==> src/design/nvs_pkg.sv <==
// ----------------------------------------------------------------------------
// nvs_pkg: shared types and constants for the nearest value search core
// Transaction payload structs, action codes and register reset value.
// ----------------------------------------------------------------------------
package nvs_pkg;

    // Field widths fixed by the transaction format
    localparam int unsigned VAL_W   = 32;
    localparam int unsigned SLOT_W  = 4;
    localparam int unsigned COUNT_W = 5;

    // Action codes
    localparam logic ACT_LOAD  = 1'b0;
    localparam logic ACT_QUERY = 1'b1;

    // Reset value of the entries-in-use register
    localparam logic [COUNT_W-1:0] ENTRIES_IN_USE_RST = 5'd10;

    typedef struct packed {
        logic                    action;
        logic [SLOT_W-1:0]       slot;
        logic signed [VAL_W-1:0] entry_value;
        logic signed [VAL_W-1:0] query_value;
    } nvs_item_t;

    typedef struct packed {
        logic signed [VAL_W-1:0] nearest;
        logic [VAL_W-1:0]        distance;
    } nvs_result_t;

endpackage

==> src/design/nearest_value_search_core.sv <==
// ----------------------------------------------------------------------------
// nearest_value_search_core: nearest stored value to a query
// A query's result strobes on done once the scan has read count table entries,
// count being entries_in_use clamped to 1..ENTRIES (one table read per cycle).
// A query holds busy until its result strobes; loads are taken every cycle while idle.
// Reset: control is cleared and entries_in_use is reset to 10; table undefined.
// ----------------------------------------------------------------------------
module nearest_value_search_core #(
    parameter int unsigned ENTRIES = 16
) (
    input  logic                                clk,
    input  logic                                rst_n,
    input  logic                                start,
    output logic                                busy,
    input  nvs_pkg::nvs_item_t                  item,
    output logic                                done,
    output nvs_pkg::nvs_result_t                result,
    input  logic                                cfg_we,
    input  logic [nvs_pkg::COUNT_W-1:0]         cfg_wdata
);

    localparam int unsigned IDX_W = $clog2(ENTRIES);

    typedef enum logic [2:0] {
        ST_IDLE  = 3'b001,
        ST_SCAN  = 3'b010,
        ST_DRAIN = 3'b100
    } state_t;

    state_t                           state_reg, state_next;
    logic [nvs_pkg::COUNT_W-1:0]      entries_reg;
    logic [IDX_W-1:0]                 idx_reg, idx_next;
    logic [IDX_W-1:0]                 last_idx_reg, last_idx_next;
    logic signed [nvs_pkg::VAL_W-1:0] query_reg;
    logic                             rd_vld_reg, rd_last_reg, first_reg;
    logic signed [nvs_pkg::VAL_W-1:0] rd_data_reg;
    logic signed [nvs_pkg::VAL_W-1:0] mem [ENTRIES];
    logic                             done_reg;
    nvs_pkg::nvs_result_t             result_reg;
    nvs_pkg::nvs_result_t             best_next;
    logic                             accept, load_we, query_go, scanning;
    int unsigned                      cnt_ext;

    assign accept   = start && (state_reg == ST_IDLE);
    assign load_we  = accept && (item.action == nvs_pkg::ACT_LOAD)
                      && (32'(item.slot) < ENTRIES);
    assign query_go = accept && (item.action == nvs_pkg::ACT_QUERY);
    assign scanning = (state_reg == ST_SCAN);

    // Clamp the search count and turn it into the last index
    always_comb
    begin
        cnt_ext = 32'(entries_reg);
        priority if (cnt_ext == 0)
            last_idx_next = '0;
        else if (cnt_ext > ENTRIES)
            last_idx_next = IDX_W'(ENTRIES - 1);
        else
            last_idx_next = IDX_W'(cnt_ext - 1);
    end

    // Sequence the scan
    always_comb
    begin
        state_next = state_reg;
        idx_next   = idx_reg;
        unique case (state_reg)
            ST_IDLE:
            begin
                idx_next = '0;
                if (query_go)
                    state_next = ST_SCAN;
            end
            ST_SCAN:
            begin
                idx_next = idx_reg + 1'b1;
                if (idx_reg == last_idx_reg)
                    state_next = ST_DRAIN;
            end
            ST_DRAIN:
            begin
                if (rd_vld_reg && rd_last_reg)
                    state_next = ST_IDLE;
            end
            default:
            begin
                state_next = ST_IDLE;
            end
        endcase
    end

    // Advance control state
    always_ff @(posedge clk or negedge rst_n)
    begin
        if (!rst_n)
        begin
            state_reg   <= ST_IDLE;
            entries_reg <= nvs_pkg::ENTRIES_IN_USE_RST;
            idx_reg     <= '0;
            rd_vld_reg  <= 1'b0;
            rd_last_reg <= 1'b0;
            first_reg   <= 1'b0;
            done_reg    <= 1'b0;
        end
        else
        begin
            state_reg   <= state_next;
            idx_reg     <= idx_next;
            rd_vld_reg  <= scanning;
            rd_last_reg <= scanning && (idx_reg == last_idx_reg);
            done_reg    <= rd_vld_reg && rd_last_reg;
            if (query_go)
                first_reg <= 1'b1;
            else if (rd_vld_reg)
                first_reg <= 1'b0;
            if (cfg_we)
                entries_reg <= cfg_wdata;
        end
    end

    // Capture query payload and clamped count
    always_ff @(posedge clk)
    begin
        if (query_go)
        begin
            query_reg    <= item.query_value;
            last_idx_reg <= last_idx_next;
        end
        if (rd_vld_reg && rd_last_reg)
            result_reg <= best_next;
    end

    // Table memory: write on load, registered read during scan
    always_ff @(posedge clk)
    begin
        if (load_we)
            mem[IDX_W'(item.slot)] <= item.entry_value;
        rd_data_reg <= mem[idx_reg];
    end

    nvs_best_unit u_best (
        .clk        (clk),
        .query      (query_reg),
        .data       (rd_data_reg),
        .data_valid (rd_vld_reg),
        .first      (first_reg),
        .best_next  (best_next)
    );

    assign busy   = (state_reg != ST_IDLE);
    assign done   = done_reg;
    assign result = result_reg;

endmodule

==> src/design/nvs_best_unit.sv <==
// ----------------------------------------------------------------------------
// nvs_best_unit: running best-candidate tracker
// Forms the exact absolute difference of one table word against the query
// and keeps the closest word seen so far, the smaller one on equal distance.
// ----------------------------------------------------------------------------
module nvs_best_unit (
    input  logic                                 clk,
    input  logic signed [nvs_pkg::VAL_W-1:0]     query,
    input  logic signed [nvs_pkg::VAL_W-1:0]     data,
    input  logic                                 data_valid,
    input  logic                                 first,
    output nvs_pkg::nvs_result_t                 best_next
);

    nvs_pkg::nvs_result_t            best_reg;
    logic signed [nvs_pkg::VAL_W:0]  diff;
    logic [nvs_pkg::VAL_W:0]         diff_abs;
    logic [nvs_pkg::VAL_W-1:0]       gap;
    logic                            take;

    // Form the 33-bit difference and its magnitude
    always_comb
    begin
        diff     = {query[nvs_pkg::VAL_W-1], query} - {data[nvs_pkg::VAL_W-1], data};
        diff_abs = diff[nvs_pkg::VAL_W] ? (~diff + 1'b1) : diff;
        gap      = diff_abs[nvs_pkg::VAL_W-1:0];
    end

    // Decide whether the new word replaces the current best
    always_comb
    begin
        take = first
            || (gap < best_reg.distance)
            || ((gap == best_reg.distance) && (data < best_reg.nearest));
        best_next = best_reg;
        if (data_valid && take)
        begin
            best_next.nearest  = data;
            best_next.distance = gap;
        end
    end

    // Hold the running best
    always_ff @(posedge clk)
    begin
        best_reg <= best_next;
    end

endmodule

==> config.mk <==
export PLATFORM = sky130hd
export DESIGN_NAME = nearest_value_search_core
export DESIGN_NICKNAME = d
export VERILOG_FILES = /design/src/design/nvs_pkg.sv /design/src/design/nearest_value_search_core.sv /design/src/design/nvs_best_unit.sv
export SDC_FILE = /design/constraint.sdc
export NUM_CORES = 1
export LEC_CHECK = 0
export BUFFER_PORTS_ARGS = -buffer_cell sky130_fd_sc_hd__buf_2
export CORE_ASPECT_RATIO = 0.5
export CORE_UTILIZATION = 50
export CTS_CLUSTER_SIZE = 25
export DETAILED_ROUTE_END_ITERATION = 16
export PLACE_DENSITY_LB_ADDON = 0.3
export SYNTH_ARGS = -nofsm -noshare
export SYNTH_HDL_FRONTEND = slang
export SYNTH_SLANG_ARGS = --single-unit
==> constraint.sdc <==
create_clock -name clk -period 13 [get_ports clk]
set_input_delay 3.9 -clock clk [delete_from_list [all_inputs] [get_ports clk]]
set_output_delay 3.9 -clock clk [all_outputs]
set_load 0.01 [all_outputs]
== Word-level counts from Yosys, hierarchy flattened ==
Memories as Yosys holds them, arrays and structs flattened. A register that Yosys moved wholly into a read port is not among the register bits.
Cells that the tools add are included.

* Input port bits: 78
* Register bits: 180
* Output and inout port bits: 66
* RAM bits: 512
* Memories kept: 1

{| class="wikitable"
|+ Memories
! name !! words !! width !! rd ports !! clocked after memory_dff !! wr ports !! RTL line !! text
|-
| mem || 16 || 32 || 1 || 1 || 1 || nearest_value_search_core.sv:37 || <nowiki>logic signed [nvs_pkg::VAL_W-1:0] mem [ENTRIES];</nowiki>
|}

* Reduce and logical (&&, ||, !) cells: 13
* Equal/unequal tests: 9
* $add $sub $neg: 4
* Magnitude comparators: 3
* Bitwise logic cells: 2
* Multiplexer cells: 12

{| class="wikitable"
|+ Operators with widths
! kind !! number
|-
| 32-bit less-than comparator || 2
|-
| 64-bit 2-to-1 mux || 1
|-
| 32-bit by 32-bit subtractor with 33-bit output || 1
|-
| 32-bit by 1-bit adder with 32-bit output, second input constant || 1
|-
| 32-bit equality test || 1
|-
| 32-bit 2-to-1 mux || 1
|-
| 32-bit NOT || 1
|-
| 3-bit 2-to-1 mux || 3
|-
| 3-bit one-hot mux with 3 select lines || 1
|-
| 4-bit one-hot mux with 2 select lines || 1
|-
| 1-bit logical AND || 7
|-
| 5-bit > comparator, second input constant || 1
|-
| 5-bit logical NOT || 1
|-
| 4-bit by 1-bit adder with 4-bit output, second input constant || 1
|-
| 4-bit equality test || 1
|-
| 1-bit 2-to-1 mux || 4
|-
| 4-bit 2-to-1 mux || 1
|-
| 2-bit != test, second input constant || 2
|-
| 2-bit nonzero test || 2
|-
| 4-bit by 1-bit subtractor with 4-bit output, second input constant || 1
|-
| 3-bit by 1-bit equality test with 1-bit output, second input constant || 1
|-
| 3-bit by 2-bit equality test with 1-bit output, second input constant || 1
|-
| 3-bit equality test, second input constant || 1
|-
| 3-bit by 1-bit != test with 1-bit output, second input constant || 1
|-
| 4 further kinds || 5
|}

== Depth between registers and ports, before layout ==
Gate-level depths: netlist of run 1.

* Depth after elaboration: 9
* Depth in mapped cells: 25

== By module ==
From an unflattened synthesis of run 1, not the netlist that was laid out.

* Cells, all modules: 1,895
* Area, all modules: 30,359.1 um2

{| class="wikitable"
|+ By module, submodules not included
! module !! times used !! seq. area each (um2) !! cells an instance !! area an instance (um2)
|-
| nearest_value_search_core || 1 || 19,422.4 || 1,023 || 23,717.7
|-
| nvs_best_unit || 1 || 1,281.2 || 872 || 6,641.4
|}

== Worst setup path after synthesis of run 1 ==
OpenSTA, ideal clock, no wires.

* Path kind: input -> register
* From: input port item[65] in the netlist's numbering
* To: memory mem[0][0] in the netlist's numbering (enable)
* Arrival time: 6,712 ps
* Cell stages on the path: 2
* Setup time: 461 ps
* Slack: 5,827 ps
* Path through: or4_1 nor3_1

{| class="wikitable"
|+ RTL lines
! element !! RTL line !! text
|-
| from (decl) || nearest_value_search_core.sv:15 || <nowiki>input nvs_pkg::nvs_item_t item,</nowiki>
|-
| to (decl) || nearest_value_search_core.sv:37 ||
|}

No word-level cell before the write port.

==> key figures, run 1 <==
CTS
  • Worst skew pair latency: 0.63 ns
  • Hold buffers post-CTS: 0
  • H-Tree Depth: 2
  • Maximum clock path buffer count: 3
  • CTS sink count: 724
  • Post-CTS Setup Inserts: 0
  • Clock Pin Slew Worst Setup and Hold Paths: 0.07 ns
  • CTS buffer count: 61
  • Post-cts sizing count: 0
  • Clk root buf: clkbuf_16
  • CTS tree: done

Critical path
  • Critical Path AT: 7.52 ns
  • Buf/Inv on CP: 2
  • Startpoint types: register
  • Slowest cell on the critical path: a221o_1
  • Critical Path Fanout Max: 99
  • Required @ worst endpoint: 13.37 ns
  • WS Path Type: register to register
  • CP Cell Sequence: inv_1 > ha_1 > fa_1 > nand2b_1 > a21oi_2 > o21ai_4 > o211ai_2 > a221oi_2 > a21oi_1 > a221o_1 > a41oi_1 > xnor2_1 > ha_1 > nand4_1 > nor4_1 > nand2_1 > or4_1 > o22ai_4 > buf_4 > or4b_1 > mux2i_1 > nor2_1
  • Worst setup EP type: register
  • CP peak stage delay: ~0.94 ns
  • Reg-to-reg slack, setup: 5.86 ns
  • Cell family with most CP delay: compound AO/OA/AOI/OAI gates
  • Cell mode on critical path: ha_1

Route
  • Remaining antenna violation count: 0
  • Post-DR vias/cell: 5.70
  • Average wire per standard cell: 21.5 um
  • Drt first pass iters: 5
  • DRC: 0
  • Vias: 17.5k
  • Detailed router's first-iteration violation count: ~1.6k
  • Drt total wl: 66100 um

Layout
  • Final core occ: 57.7%
  • Nets: between 2k and 2.5k
  • Max reg flops: 512
  • P&R area growth vs syn: 12.3%
  • Final std cells w/o fill: approximately 3.1k
  • Reg area: 20700 um^2
  • Multi-input logic area: 9470 um^2
  • Layout cells sized above 1: 19.8%
  • Layout fillers: about 4.6k

Power and ir drop
  • Total Power: 5.39 mW
  • Leakage power: between 10 and 15 nW
  • Worst vdd ir: roughly 0.12 mV
  • Pwr dens: 156 nW/um^2

Floorplanning
  • Rows: 63
  • Die width: 353 um
  • Core box area: 60100 um^2
  • Die area: 62700 um^2
  • Initial Util: a little over 50%
  • IO Count: 144
  • Height of the die: 178 um

Logic synthesis
  • Main flop type after synthesis: edfxtp_1
  • Syn_area_per_cell: 15.0 um^2
  • FF+latch count, synth: 724
  • Fraction of the yosys area taken by sequential cells: around two thirds
  • Netlist cell types: 86
  • Post-synth EDFFs: 612
  • Ys async rst share: under 10%
  • Gate count of the mapped netlist: 2059
  • Synth top area share: between 50% and 60%
  • Mapped Nets: approximately 2.2k
  • Synth Warn #: 0
  • Cell taking the most area after synthesis: edfxtp_1
  • Ranking of synthesized cells by area: edfxtp_1 60%, dfxtp_1 6.2%, mux4_2 4.7%
  • Mapped Area: 30800 um^2

Global routing
  • Largest net degree at the start of global routing: about 140
  • Vias in the first global route: 17.0k
  • Global-route wire length before repair: 101000 um
  • Initial antenna violation count: 4
  • Grt total ovfl: 0
  • Global router's overall resource usage: 21.1%

Timing
  • Slew HR: about 18%
  • TNS Setup: 0 ns
  • Worst-Margin Slew: ~1.2 ns
  • Final Max Slew Viols: 0
  • Final setup viols: 0
  • Final worst setup slack: 5.86 ns
  • Fmax: 0.140 GHz
  • Fin Clk Skew: 0.0199 ns
  • RSZ-0062 raised after global routing: no
  • Min Tclk post-route: 7.14 ns
  • Fin. Hold Viols: 0
  • Tcrit/Tclk final: 54.9%

Job
  • Max_cap viols: 0

Place
  • DP Wirelength: 40000 um
  • Placed Cells: 2960
  • DP Worst Slack: 5.78 ns
  • Routability Congestion: between 0.8 and 0.9
  • Port Buf Inserts: 143

Run status
  • Status: complete, no violations

Hold path
  • Hold Crit Class: register to register
worst paths after layout:
check	start	end	cells past startpoint
worst min-delay path	u_best.best_reg[3]	u_best.best_reg[3]	1
max in group asynchronous	rst_n	idx_reg[0]	1
worst min register to register	u_best.best_reg[3]	u_best.best_reg[3]	1
min in group asynchronous	rst_n	state_reg[1]	1
worst max register to register	query_reg[0]	result[31]	22
worst max-delay path	query_reg[0]	result[31]	22
layout make-up:
class / count / share of cell area, %
Tap cell: 812 / 2.93
Clock inverter: 39 / 1.31
Clock buffer: 76 / 4.66
Antenna cell: 1 / 0.00722
Multi-Input combinational cell: 1136 / 27.3
Timing Repair Buffer: 170 / 2.69
Sequential cell: 724 / 59.8
Inverter: 118 / 1.28
kinds of logic (layout without fill, tap and decap cells):
family	Yosys count	count (layout)	synth area share (%)
buffers and inverters	199	403	2.60
AO/OA/AOI/OAI	407	407	8.80
XOR/XNOR	55	55	1.59
flip-flops	724	724	67.1
other	0	1	0
AND/OR/NAND/NOR	339	339	5.33
adder cells (fa/ha/maj)	99	99	4.04
multiplexers	236	236	10.5
layout by cell type, fill, tap and decap left out, drive strengths merged, types with 5 or more instances in the layout:
cell type	synthesis	final
edfxtp	612	612
buf	30	170
o21ai	132	132
nand2	128	128
inv	118	121
mux2i	110	110
a21oi	100	100
ha	98	98
dfxtp	96	96
clkbuf	51	76
nor2	72	72
mux4	64	64
mux2	62	62
xnor2	35	35
a221oi	34	34
a22oi	32	32
nor3	27	27
clkinv	0	26
nand3	25	25
nand4	21	21
a21o	21	21
xor2	20	20
nand2b	13	13
dfrtp	13	13
o211ai	11	11
a31oi	10	10
o21a	10	10
nor4	10	10
and2	9	9
bufinv	0	8
a211oi	8	8
and3	7	7
nor2b	6	6
a41oi	6	6
a2111oi	5	5
or4	5	5
Yosys cell counts (5+ instances only):
cell,instances
edfxtp_1,612
nand2_1,128
o21ai_0,121
inv_1,118
mux2i_1,110
ha_1,98
dfxtp_1,96
a21oi_1,89
nor2_1,72
mux4_2,64
mux2_2,62
clkbuf_1,51
xnor2_1,34
a221oi_1,33
a22oi_1,32
nor3_1,27
nand3_1,24
a21o_1,21
nand4_1,21
xor2_1,20
buf_1,16
dfrtp_1,13
nand2b_1,13
a31oi_1,9
and2_1,9
o211ai_1,9
o21a_1,9
a21oi_2,8
a211oi_1,7
buf_2,7
nor4_1,7
and3_1,6
nor2b_1,6
o21ai_1,6
a2111oi_0,5
buf_6,5
through the flow:
stage                     hold slack (ns)  area [um^2]
after floorplan                     0.450        30800
after CTS                           0.507        34600
after detailed placement            0.489        32600
final                               0.503        34600
after global routing                0.520        34600
after global placement              0.483        32600
routing by layer:
layer,up-vias,global-route usage (%),part of all wire (%)
met4,0,4.87,1.9
met5,-,0,0
li1,8252,-,-
met2,520,34.4,47
met1,8681,29.8,44
met3,84,3.77,6.8
power by group:
group / internal [mW] / switching (mW)
sequential: 2.68 / 0.0517
clock: 1.05 / 0.829
combinational: 0.327 / 0.456
Note: power is estimated with default switching activity, not from simulation.
==> run 2: changes to the inputs <==
==> constraint.sdc (replaced) <==
create_clock -name clk -period 6.15 [get_ports clk]
set_input_delay 1.845 -clock clk [delete_from_list [all_inputs] [get_ports clk]]
set_output_delay 1.845 -clock clk [all_outputs]
set_load 0.01 [all_outputs]
==> run 2 against run 1 <==
Compared with the run above:
- combinational power up 110%
- register-to-register slack worse by 5.6 ns
- first-iteration DRC count down 8.2%
- cell count up 0.88%
- count of clock-buffer cells in the layout up 4
- power up 110%
- worst setup slack worse by 5.6 ns
- non-clock buffer count up 25
- worst hold slack about the same
==> key figures, run 2 (same netlist as run 1, synthesis figures left out) <==
Hold path
  • Hold Crit Class: register to register
  • Worst Hold Launch: u_best.best_reg[30]
  • Hold Path Cell Cnt: 1

Power and ir drop
  • Worst vdd ir: 0.206 mV
  • Total Power: 11.5 mW
  • Leakage power: 12.1 nW
  • Pwr dens: between 300 and 400 nW/um^2

Place
  • Routability Congestion: 0.863
  • Port Buf Inserts: 143
  • DP Wirelength: about 43000 um
  • Placed Cells: around 3.0k

Critical path
  • Worst setup EP type: register
  • Buf/Inv on CP: 4
  • Startpoint types: register
  • R2R Path Start: rd_data_reg[21]
  • CP Cell Sequence: inv_1 > ha_1 > a21oi_1 > o21ai_0 > nor2_1 > o211ai_2 > a221oi_2 > a21oi_1 > a221o_1 > buf_4 > a21oi_1 > xor2_1 > ha_1 > a21o_1 > a21o_1 > a2111oi_0 > o21ai_0 > o211ai_1 > a31oi_1 > o22ai_4 > buf_4 > buf_12 > mux2_2
  • Required @ worst endpoint: ~6.5 ns
  • Critical Path Fanout Max: 33
  • Slowest cell on the critical path: a2111oi_0
  • Cell family with most CP delay: compound AO/OA/AOI/OAI gates
  • WS Path Type: register to register
  • Cell mode on critical path: a21oi_1
  • R2r worst-path depth: 23
  • Critical Path AT: 6.21 ns
  • CP peak stage delay: 0.43 ns
  • Crit path from: rd_data_reg[21]
  • Cell depth of the worst setup path: 23

Route
  • Post-DR vias/cell: around 5.7
  • Drt total wl: between 60000 and 70000 um
  • Remaining antenna violation count: 0
  • DRC: 0
  • Vias: 17.7k
  • Detailed router's first-iteration violation count: 1450
  • Average wire per standard cell: between 20 and 25 um
  • Drt first pass iters: 5

Timing
  • Final Max Slew Viols: 0
  • Fmax: 0.171 GHz
  • Worst hold slack: approximately 0.5 ns
  • Final setup viols: 0
  • TNS Setup: 0 ns
  • Min Tclk post-route: 5.85 ns
  • Fin Clk Skew: 0.0310 ns
  • Fin. Hold Viols: 0
  • Tcrit/Tclk final: 95.2%
  • Slew HR: between 20 and 25%
  • Worst-Margin Slew: around 1.2 ns

Floorplanning
  • Die width: between 300 and 400 um
  • Height of the die: 178 um
  • Rows: 63
  • Core box area: 60100 um^2
  • Initial Util: around 50%
  • IO Count: 144
  • Die area: 62700 um^2

Layout
  • Commonest non-fill, non-tap cell in the layout: edfxtp_1
  • Reg area: 20700 um^2
  • Nets: around 2.4k
  • Layout fillers: 4603
  • P&R area growth vs syn: 13.6%
  • Max reg flops: 512
  • Layout cells sized above 1: a little over a fifth
  • Final std cells w/o fill: 3103
  • Most frequent cells in the layout: 612 x edfxtp_1, 143 x buf_2, 128 x nand2_1
  • Multi-input logic area: 9560 um^2

Global routing
  • Grt total ovfl: 0
  • Vias in the first global route: 17.6k
  • Initial antenna violation count: 4
  • Largest net degree at the start of global routing: between 80 and 90
  • Global router's overall resource usage: a little over a fifth
  • Global-route wire length before repair: a little over 100000 um

CTS
  • Clock Pin Slew Worst Setup and Hold Paths: 0.07 ns
  • Maximum clock path buffer count: 3
  • Worst skew pair latency: 0.64 ns
  • H-Tree Depth: 2
  • CTS buffer count: 61
  • Hold buffers post-CTS: 0
  • Clk root buf: clkbuf_16
  • CTS sink count: 724
  • CTS tree: done

Run status
  • Status: complete, no violations

Job
  • Max_cap viols: 0
[run 2: changes by cell type in the layout (fill, tap and decap cells not counted), sizes merged]
cell / previous run / this run
clkinv: 26 / 21
buf: 170 / 194
clkinvlp: 2 / 5
inv: 121 / 120
diode: 1 / 2
clkbuf: 76 / 81
[run 2: path summary, 6_finish.rpt]
check | end | slack, ns
min | u_best.best_reg[30] | 0.50
min in group asynchronous | state_reg[1] | 1.17
max | result[11] | 0.30
max in group asynchronous | idx_reg[0] | 4.64
min reg2reg | u_best.best_reg[30] | 0.50
max reg2reg | result[11] | 0.30
[run 2: timing repair]
action,in CTS,in global routing
gates resized for setup,0,20
setup buffers,0,7
endpoints found under the setup margin,0,127
endpoints found under the hold margin,0,0
[run 2: worst reg2reg max path, delay by kind of cell (launching register included)]
kind | cells | cell delay [ns]
AO/OA/AOI/OAI | 14 | 3.03
multiplexers | 1 | 0.38
flip-flops | 1 | 0.39
adder cells (fa/ha/maj) | 2 | 0.68
XOR/XNOR | 1 | 0.26
AND/OR/NAND/NOR | 1 | 0.20
buffers and inverters | 4 | 0.65
[run 2: layer usage]
metal / global-route usage [%] / up-vias / wire, um
li1: - / 8317 / -
met1: 29.9 / 8792 / 30500
met2: 36.3 / 536 / 32600
met5: 0 / - / 0
met3: 4.25 / 100 / 4560
met4: 4.62 / 0 / 1200
[run 2: final cells by class]
type                            count  share of cell area, %
Tap cell                          812                   2.90
Clock buffer                       80                   4.79
Antenna cell                        2                 0.0143
Timing Repair Buffer              195                   3.35
Clock inverter                     36                   1.25
Multi-Input combinational cell   1136                   27.3
Inverter                          118                   1.26
Sequential cell                   724                   59.1
[run 2: where the power goes]
part / internal [mW] / leakage, nW / total, mW / switching, mW
combinational: 0.715 / 4.61 / 1.68 / 0.966
clock: 2.27 / 1.01 / 4.05 / 1.78
sequential: 5.66 / 6.52 / 5.78 / 0.120
total: 8.65 / 12.1 / 11.5 / 2.87
[run 2: stage by stage]
stage	instance area, um^2	setup WS, ns	util, %
6_report	35000	0.296	58.3
5_1_grt	35000	-0.0125	58.3
4_1_cts	34900	0.00613	58.0
3_5_place_dp	32700	0.0285	54.5
3_3_place_gp	32700	0.147	54.5
2_1_floorplan	30800	0.430	-
